==> src/rtl/cpfm_pkg.sv <==
// Shared types, widths and reset values of the capture period frequency meter.
package cpfm_pkg;

  localparam int CAP_W    = 16;
  localparam int PERIOD_W = 17;
  localparam int FREQ_W   = 24;
  localparam int LOST_W   = 16;
  localparam int NUM_W    = 24;
  localparam int CFG_W    = 24;
  localparam int IDX_W    = 2;

  localparam int S_TDATA_W = 16;
  localparam int M_TDATA_W = 48;

  localparam int DIV_STEPS = NUM_W;
  localparam int DIV_CNT_W = $clog2(DIV_STEPS);

  localparam logic [CAP_W-1:0] MODULUS_RST = 16'd65535;
  localparam logic [CAP_W-1:0] GLITCH_RST  = 16'd50;
  localparam logic [CAP_W-1:0] WINDOW_RST  = 16'd5;
  localparam logic [NUM_W-1:0] NUMER_RST   = 24'd781250;

  localparam logic KIND_CAPTURE = 1'b0;
  localparam logic KIND_READ    = 1'b1;

  typedef enum logic [IDX_W-1:0] {
    REG_MODULUS = 2'd0,
    REG_GLITCH  = 2'd1,
    REG_WINDOW  = 2'd2,
    REG_NUMER   = 2'd3
  } cfg_reg_t;

  typedef enum logic [1:0] {
    ST_IDLE,
    ST_DIV,
    ST_HOLD
  } state_t;

  typedef struct packed {
    logic              changed;
    logic              ready;
    logic [LOST_W-1:0] lost;
  } meas_status_t;

endpackage

==> src/rtl/cpfm_period.sv <==
// Capture bookkeeping: period, change detection, ready flag and lost counter.
module cpfm_period (
  input  logic                          clk,
  input  logic                          rst,
  input  logic                          take,
  input  logic                          clear_ready,
  input  logic [cpfm_pkg::CAP_W-1:0]    capture_value,
  input  logic [cpfm_pkg::CAP_W-1:0]    counter_modulus,
  input  logic [cpfm_pkg::CAP_W-1:0]    glitch_minimum,
  input  logic [cpfm_pkg::CAP_W-1:0]    change_window,
  output logic [cpfm_pkg::PERIOD_W-1:0] period,
  output cpfm_pkg::meas_status_t        status,
  output cpfm_pkg::meas_status_t        status_next
);
  import cpfm_pkg::*;

  logic              have_first;
  logic [CAP_W-1:0]  last_capture;
  logic [CAP_W-1:0]  drop;
  logic [CAP_W-1:0]  diff;
  logic [PERIOD_W+0:0] p_ext;
  logic [PERIOD_W+0:0] prev_ext;
  logic [PERIOD_W+0:0] win_ext;
  logic              is_change;
  logic [PERIOD_W-1:0] period_next;

  // The stored period doubles as the previous period for the change test.
  always_comb begin
    drop = last_capture - capture_value;
    if (capture_value >= last_capture) begin
      diff = capture_value - last_capture;
    end else if (counter_modulus >= drop) begin
      diff = counter_modulus - drop;
    end else begin
      diff = '0;
    end
    p_ext    = {2'b00, diff};
    prev_ext = {1'b0, period};
    win_ext  = {2'b00, change_window};
    is_change = (diff > glitch_minimum) &&
                ((p_ext + win_ext < prev_ext) || (p_ext > prev_ext + win_ext));
  end

  always_comb begin
    status_next = status;
    period_next = period;
    if (take && have_first) begin
      period_next = {1'b0, diff};
      status_next.changed = is_change;
      if (status.ready) begin
        if (status.lost != '1) begin
          status_next.lost = status.lost + 1'b1;
        end
      end else begin
        status_next.ready = 1'b1;
        status_next.lost  = '0;
      end
    end else if (clear_ready) begin
      status_next.ready = 1'b0;
    end
  end

  always_ff @(posedge clk) begin
    if (rst) begin
      have_first   <= 1'b0;
      last_capture <= '0;
      period       <= '0;
      status       <= '0;
    end else begin
      period <= period_next;
      status <= status_next;
      if (take) begin
        have_first   <= 1'b1;
        last_capture <= capture_value;
      end
    end
  end

endmodule

==> src/rtl/cpfm_divider.sv <==
// Restoring bit-serial divider, one quotient bit per cycle.
module cpfm_divider (
  input  logic                          clk,
  input  logic                          rst,
  input  logic                          start,
  input  logic [cpfm_pkg::NUM_W-1:0]    dividend,
  input  logic [cpfm_pkg::PERIOD_W-1:0] divisor,
  output logic                          done,
  output logic [cpfm_pkg::FREQ_W-1:0]   quotient
);
  import cpfm_pkg::*;

  logic                 busy;
  logic [DIV_CNT_W-1:0] count;
  logic [PERIOD_W-1:0]  rem;
  logic [PERIOD_W-1:0]  dsr;
  logic [NUM_W-1:0]     qreg;
  logic                 zero_div;
  logic [PERIOD_W:0]    trial;
  logic                 ge;

  always_comb begin
    trial = {rem, qreg[NUM_W-1]};
    ge    = trial >= {1'b0, dsr};
  end

  always_ff @(posedge clk) begin
    if (rst) begin
      busy  <= 1'b0;
      done  <= 1'b0;
      count <= '0;
    end else begin
      done <= 1'b0;
      if (start) begin
        busy  <= 1'b1;
        count <= '0;
      end else if (busy) begin
        count <= count + 1'b1;
        if (count == DIV_CNT_W'(DIV_STEPS - 1)) begin
          busy <= 1'b0;
          done <= 1'b1;
        end
      end
    end
  end

  // The dividend shifts out at the top while quotient bits shift in at the bottom.
  always_ff @(posedge clk) begin
    if (start) begin
      rem      <= '0;
      dsr      <= divisor;
      qreg     <= dividend;
      zero_div <= (divisor == '0);
    end else if (busy) begin
      rem  <= ge ? PERIOD_W'(trial - {1'b0, dsr}) : trial[PERIOD_W-1:0];
      qreg <= {qreg[NUM_W-2:0], ge};
    end
  end

  assign quotient = zero_div ? '0 : qreg;

endmodule

==> src/rtl/capture_period_frequency_meter.sv <==
// Top level of the capture period frequency meter.
//
// Input items arrive on the s_ stream. tuser carries the kind: a capture item
// (tuser 0) carries the timer count in tdata; a read item (tuser 1) asks for
// the frequency and clears the ready flag. Every item gives exactly one
// result on the m_ stream with frequency, change flag, ready flag and the
// lost counter. Registers are to be written through cfg_we/cfg_index/cfg_data
// only while the block is idle; the block itself does not enforce this.
// A capture item gives its result in the cycle after it is accepted. A read
// item runs a bit-serial restoring division of the numerator by the period,
// one quotient bit per cycle; when the divider is done, the result is
// loaded into the output register from ST_HOLD. One item is worked on at a
// time; s_tready is high only when no division is running and the output
// register is empty or being emptied. When the receiver stalls, the result
// stays in the output register and no new item is taken. Reset clears all
// flags, the period and the counters, and restores the register defaults.
module capture_period_frequency_meter (
  input  logic                           clk,
  input  logic                           rst,
  input  logic                           s_tvalid,
  output logic                           s_tready,
  input  logic [cpfm_pkg::S_TDATA_W-1:0] s_tdata,   // [15:0] capture_value
  input  logic                           s_tuser,   // [0] kind
  output logic                           m_tvalid,
  input  logic                           m_tready,
  // [23:0] frequency, [24] freq_changed, [25] meas_ready, [41:26] meas_lost, zero fill
  output logic [cpfm_pkg::M_TDATA_W-1:0] m_tdata,
  input  logic                           cfg_we,
  input  logic [cpfm_pkg::IDX_W-1:0]     cfg_index,
  input  logic [cpfm_pkg::CFG_W-1:0]     cfg_data
);
  import cpfm_pkg::*;

  logic [CAP_W-1:0]    counter_modulus;
  logic [CAP_W-1:0]    glitch_minimum;
  logic [CAP_W-1:0]    change_window;
  logic [NUM_W-1:0]    freq_numerator;

  state_t              state;
  state_t              state_next;
  logic                slot_free;
  logic                accept;
  logic                take_cap;
  logic                take_read;
  logic                load_div;
  logic [PERIOD_W-1:0] period;
  meas_status_t        status;
  meas_status_t        status_next;
  logic                div_done;
  logic [FREQ_W-1:0]   quotient;

  always_ff @(posedge clk) begin
    if (rst) begin
      counter_modulus <= MODULUS_RST;
      glitch_minimum  <= GLITCH_RST;
      change_window   <= WINDOW_RST;
      freq_numerator  <= NUMER_RST;
    end else if (cfg_we) begin
      case (cfg_reg_t'(cfg_index))
        REG_MODULUS: counter_modulus <= cfg_data[CAP_W-1:0];
        REG_GLITCH:  glitch_minimum  <= cfg_data[CAP_W-1:0];
        REG_WINDOW:  change_window   <= cfg_data[CAP_W-1:0];
        REG_NUMER:   freq_numerator  <= cfg_data[NUM_W-1:0];
        default: ;
      endcase
    end
  end

  assign slot_free = !m_tvalid || m_tready;
  assign accept    = s_tvalid && s_tready;
  assign take_cap  = accept && (s_tuser == KIND_CAPTURE);
  assign take_read = accept && (s_tuser == KIND_READ);

  always_comb begin
    state_next = state;
    case (state)
      ST_IDLE: if (take_read) state_next = ST_DIV;
      ST_DIV:  if (div_done) state_next = ST_HOLD;
      ST_HOLD: if (slot_free) state_next = ST_IDLE;
      default: state_next = ST_IDLE;
    endcase
  end

  always_comb begin
    s_tready = 1'b0;
    load_div = 1'b0;
    case (state)
      ST_IDLE: s_tready = slot_free;
      ST_HOLD: load_div = slot_free;
      default: ;
    endcase
  end

  always_ff @(posedge clk) begin
    if (rst) begin
      state <= ST_IDLE;
    end else begin
      state <= state_next;
    end
  end

  cpfm_period u_period (
    .clk             (clk),
    .rst             (rst),
    .take            (take_cap),
    .clear_ready     (take_read),
    .capture_value   (s_tdata[CAP_W-1:0]),
    .counter_modulus (counter_modulus),
    .glitch_minimum  (glitch_minimum),
    .change_window   (change_window),
    .period          (period),
    .status          (status),
    .status_next     (status_next)
  );

  cpfm_divider u_divider (
    .clk      (clk),
    .rst      (rst),
    .start    (take_read),
    .dividend (freq_numerator),
    .divisor  (period),
    .done     (div_done),
    .quotient (quotient)
  );

  always_ff @(posedge clk) begin
    if (rst) begin
      m_tvalid <= 1'b0;
    end else if (take_cap || load_div) begin
      m_tvalid <= 1'b1;
    end else if (m_tready) begin
      m_tvalid <= 1'b0;
    end
  end

  // A capture result is taken from the updated flags in the accept cycle.
  always_ff @(posedge clk) begin
    if (take_cap) begin
      m_tdata <= {6'd0, status_next.lost, status_next.ready, status_next.changed,
                  FREQ_W'(0)};
    end else if (load_div) begin
      m_tdata <= {6'd0, status.lost, status.ready, status.changed, quotient};
    end
  end

endmodule

==> config.mk <==
export PLATFORM = sky130hd
export DESIGN_NAME = capture_period_frequency_meter
export DESIGN_NICKNAME = d
export VERILOG_FILES = /design/src/rtl/cpfm_pkg.sv /design/src/rtl/cpfm_period.sv /design/src/rtl/cpfm_divider.sv /design/src/rtl/capture_period_frequency_meter.sv
export SDC_FILE = /design/constraint.sdc
export NUM_CORES = 1
export LEC_CHECK = 0
export BUFFER_PORTS_ARGS = -buffer_cell sky130_fd_sc_hd__buf_2
export CAP_MARGIN = 40
export CORE_MARGIN = 4
export CORE_UTILIZATION = 62
export CTS_BUF_LIST = sky130_fd_sc_hd__clkbuf_16
export CTS_CLUSTER_SIZE = 24
export DETAILED_ROUTE_END_ITERATION = 10
export PLACE_DENSITY = 0.81
export REMOVE_ABC_BUFFERS = 1
export SYNTH_ARGS = -nofsm -noshare
export SYNTH_HDL_FRONTEND = slang
export SYNTH_HIERARCHICAL = 1
export SYNTH_SLANG_ARGS = --single-unit
==> constraint.sdc <==
create_clock -name clk -period 8.6 [get_ports clk]
set_input_delay 1.72 -clock clk [delete_from_list [all_inputs] [get_ports clk]]
set_output_delay 1.72 -clock clk [all_outputs]
set_load 0.01 [all_outputs]
* Word-level counts from Yosys, hierarchy flattened
Cells that the tools add are included.
** Cells by class
- Reductions and logical operators :: 22
- Equality and inequality tests :: 10
- Add/sub/neg operators :: 8
- $lt $le $gt $ge :: 6
- Bitwise gates (word level) :: 2
- Mux-type cells :: 26
** Operators with widths (count)
- $mux W42 :: 2
- $mux W16 :: 5
- $mux W24 :: 3
- $sub A16 B16 Y16 :: 3
- $add A16 B16 Y17 :: 2
- $ge A16 B16 Y1 :: 2
- $ge A18 B16 Y1 :: 1
- $gt A16 B18 Y1 :: 1
- $lt A18 B16 Y1 :: 1
- $logic_not A17 Y1 :: 1
- $mux W17 :: 1
- $sub A17 B16 Y17 :: 1
- $add A16 B1 Y16 const B :: 1
- $gt A16 B16 Y1 :: 1
- $ne A16 B16 Y1 const B :: 1
- $mux W1 :: 11
- $reduce_and A2 Y1 :: 4
- $eq A2 B2 Y1 const B :: 3
- $mux W2 :: 3
- $pmux W2 S3 :: 1
- $reduce_bool A2 Y1 :: 3
- $add A5 B1 Y5 const B :: 1
- $eq A5 B5 Y1 const B :: 1
- $logic_and A1 B1 Y1 :: 5
- 10 further kinds :: 16
** Word-level totals
- Input port bits :: 48
- Word-level logic and storage cells :: 95
- Output and inout port bits :: 50
- Register bits after elaboration :: 233

* Logic depth before layout (Yosys ltp)
- Word-level depth :: 10
- Mapped depth :: 38
- Mapped depth without buffers :: 38

* Modules after synthesis
The synthesis kept the hierarchy.
** Modules (own cells, without submodules)
- cpfm_period :: cells each 909, times used 1, area an instance 7076.8 sq um, seq. area each 1021.0 sq um
- capture_period_frequency_meter :: cells each 477, times used 1, area an instance 4360.4 sq um, seq. area each 2522.4 sq um
- cpfm_divider :: cells each 358, times used 1, area an instance 3744.8 sq um, seq. area each 1741.7 sq um

* Least setup slack after synthesis
No wires, ideal clock.
- Path type :: input to register
- From :: input s_tdata[1] in the netlist's numbering
- To :: register m_tdata[24] in the netlist's numbering (data pin)
- Path slack :: 562 ps
- Stages on the path :: 35
- Required time :: 8344 ps
- Buffers on the path :: 0
- Arrival time :: 7782 ps
- Library setup time :: 256 ps
- Path through :: inv_1 ha_1 nor2b_1 o21ai_1 a21boi_0 o21ai_0 a21oi_1 a221o_1 mux2i_1 nor4_1 ha_1 and2_1 a22o_1 o41ai_4 nand2_2 nand2_2 a2bb2oi_2 inv_1 ha_1 fa_1 nand3_1 a21oi_1 o21ai_0 a21oi_1 o21ai_0 nand2b_1 a21oi_1 xnor2_1 ha_1 and4_1 o311ai_0 a21boi_0 a211oi_1 a211oi_1 a22o_1
** RTL lines
- start: declaration :: RTL line capture_period_frequency_meter.sv:22 : input logic [cpfm_pkg::S_TDATA_W-1:0] s_tdata,
- end signal: assignment :: RTL line capture_period_frequency_meter.sv:139 : m_tdata <= {6'd0, status_next.lost, status_next.ready, status_next.changed,
- end signal: assignment :: RTL line capture_period_frequency_meter.sv:142 : m_tdata <= {6'd0, status.lost, status.ready, status.changed, quotient};
- end: declaration :: RTL line capture_period_frequency_meter.sv:27 : output logic [cpfm_pkg::M_TDATA_W-1:0] m_tdata,

==> metrics.cfg <==
[outcome]
outcome=complete, no violations

[global_routing]
antenna_found_initial=0
grt_pass1_wl_mm=60.87
grt_max_degree=66
grt_usage_pct=27.56
grt_pass1_vias=12330
grt_remaining_overflow=0

[setup_path]
reg2reg_from=u_period/last_capture[1]
slowest_delay_ns=0.41
cp.arrival_ns=8.47
worstSetupStartpointType=input pin
r2r_end=m_tdata[24]
end_kind=flop
crit_type=in2reg
required_ns=8.89
ff2ff_path_depth=34
worstPathMaxFanout=5
r2r_setup_slack_ns=1.37
crit_slowest_cell=fa_1

[logic_synthesis]
synth_warnings=6
synth_commonest_cells=nand2_1, dfxtp_1, a21oi_1, ha_1, nor2_1
synth_top_area_share_pct=22.94
synth_cell_types=91
async_flop_share_pct=0
ys_seq_elements=234
synth-edff-count=60
synth.avg_cell_area_sq_um=8.705
synth_top_cells_by_area=dfxtp_1, ha_1, edfxtp_1
synth_top_area_cell=dfxtp_1
synth_flop_cell=dfxtp_1
synth_most_common_cell=nand2_1
synth_area_sq_um=15180
synth_cells=1744
ys_seq_area_share_pct=34.81

[clock_tree]
htreeDepth=1
cts_sinks=234
path_clk_slew_ns=0.06
clock_latency_ns=0.54
clockRootBuffer=clkbuf_16
cts_buffers=26
clockBufferDepth=3
cts_tree=built
ctsHoldBuffers=0

[sta]
fin_skew_ns=0.01062
timing_hold_violations_final=0
worst_pin_slew_ns=0.8643
fin_crit_sh_pct=95.06
timing.final.crit_period_ns=8.175
final-setup-viol-count=0
slew_headroom_pct=42.38
fin_ws_ns=0.4250
rsz0062_at_grt=false
clock.fmax_mhz=122.3
drv_slew=0
fin_setup_tns_ns=0

[floorplanning]
core-area_sq_um=24180
die_h_um=164.5
start_util_pct=62.80
die-area_sq_um=27060
ioPinCount=98
num_rows=57
fp.dieW_um=164.5

[detailed_routing]
vias=12850
ant_nets=0
remaining_drc_errors=0
drt_iter0_drc=1053
drt_pass1_iterations=5
avgViaCountPerCell=5.950
wl_mm=38.28
wl_per_cell_um=17.72

[cells_and_area]
area_growth_pct=10.82
layout-drive-gt1-share_pct=13.13
diodes=0
utilization_pct=69.59
fin_nets=2018

[pwr]
cellLeakagePower_nw=7.085
power_density_nw_per_um2=211.5
ir_drop_mv=0.1402

[hold_path]
hold_path_class=reg2reg
min_to=glitch_minimum[15]
min_path_cells=2
min_from=glitch_minimum[15]

[placed_design]
pre_cts_ws_ns=-0.1972
port-buffer-count=91
gp_congestion=0.9366
hpwl_mm=28.38

[job]
drv_cap=0

## area by class of cell
cell class / instances / area (sq um)
multi-input combinational: 1313 / 9099
fill: 1887 / 7352
sequential: 234 / 5285
timing repair buffer: 129 / 763.2
clock buffer: 26 / 650.6
inverter: 113 / 424.2
tap: 324 / 405.4
clock inverter: 21 / 197.7
## kinds of logic (layout without fill, tap and decap cells)
| kind of cell | Yosys count | count (layout) | share of synthesized area (%) |
|---|---|---|---|
| AND/OR/NAND/NOR | 559 | 559 | 17.60 |
| multiplexers | 66 | 66 | 4.549 |
| other | 2 | 7 | 0.04947 |
| AO/OA/AOI/OAI | 447 | 447 | 19.76 |
| flip-flops | 234 | 234 | 34.81 |
| adder cells (fa/ha/maj) | 153 | 153 | 12.91 |
| buffers and inverters | 202 | 289 | 5.654 |
| XOR/XNOR | 81 | 81 | 4.673 |
## metal layers
| metal | part of all wire [%] | up-vias | GRT usage [%] |
|---|---|---|---|
| met5 | 0 | - | 0 |
| met4 | 4.4 | 0 | 11.87 |
| met3 | 5.0 | 88 | 3.519 |
| met2 | 48 | 380 | 47.42 |
| met1 | 43 | 6042 | 34.90 |
| li1 | - | 6341 | - |
## flip-flops by register name, indices dropped and copies added (netlist names), 16 cells and up
signal                 cells
freq_numerator            24
u_divider/rem             17
u_period/status           18
glitch_minimum            16
u_divider/qreg            24
m_tdata                   42
u_period/last_capture     16
u_period/period           16
change_window             16
u_divider/dsr             17
counter_modulus           16
## power breakdown
group | internal (mW) | switching, mW | leakage, nW
Clock | 0.644 | 0.463 | 0.436
Sequential | 1.20 | 0.0522 | 2.00
Combinational | 0.503 | 0.693 | 4.65
## per-stage QoR
stage	area [sq um]	std cells	power [mW]	hold slack, ns
floorplan	14770	1660	2.133	0.4268
global placement	15900	2109	2.409	0.4395
detailed placement	15950	2113	2.446	0.4476
CTS	16800	2160	3.556	0.4557
global route	16820	2160	3.760	0.4725
finish	16820	2160	3.558	0.4536
## worst max-delay path: cells and delay by family
family	cells	cell delay (ns)
AOI/OAI and AO/OA	18	3.35
xor gates and xnor gates	1	0.10
adders and majority gates	5	1.59
buffers and inverters	3	0.20
muxes	1	0.15
and+or+nand+nor	8	1.35
## how the worst max path moves through the flow
| stage | cells past startpoint | start | end |
|---|---|---|---|
| 2_1_floorplan | 35 | s_tdata[1] | m_tdata[24] |
| 3_3_place_gp | 36 | s_tdata[1] | m_tdata[24] |
| 3_5_place_dp | 36 | s_tdata[1] | m_tdata[24] |
| 4_1_cts | 36 | s_tdata[1] | m_tdata[24] |
| 5_1_grt | 36 | s_tdata[1] | m_tdata[24] |
| 6_report | 36 | s_tdata[1] | m_tdata[24] |
## layout by cell type, fill, tap and decap left out, types with 8 or more instances in the layout
| cell | n |
|---|---|
| nand2_1 | 194 |
| dfxtp_1 | 174 |
| a21oi_1 | 167 |
| ha_1 | 147 |
| nor2_1 | 125 |
| inv_1 | 116 |
| buf_2 | 91 |
| o21ai_0 | 71 |
| nand3_1 | 61 |
| edfxtp_1 | 60 |
| xnor2_1 | 46 |
| nor2b_1 | 43 |
| mux2i_1 | 42 |
| buf_4 | 35 |
| xor2_1 | 35 |
| a21o_1 | 30 |
| o21a_1 | 27 |
| clkbuf_16 | 26 |
| nand4_1 | 25 |
| mux2_2 | 24 |
| nor3_1 | 24 |
| a22o_1 | 19 |
| a211oi_1 | 18 |
| nand2b_1 | 13 |
| or3_1 | 12 |
| and3_1 | 10 |
| o211ai_1 | 9 |
| o21ai_1 | 8 |
| a311oi_1 | 8 |
| o21bai_1 | 8 |
## what timing repair did
item                                    4_1_cts  5_1_grt
buffers inserted                              0        0
endpoints found under the setup margin        0        2
gates resized for setup                       0       10
Power figures use the tool's default switching activity.
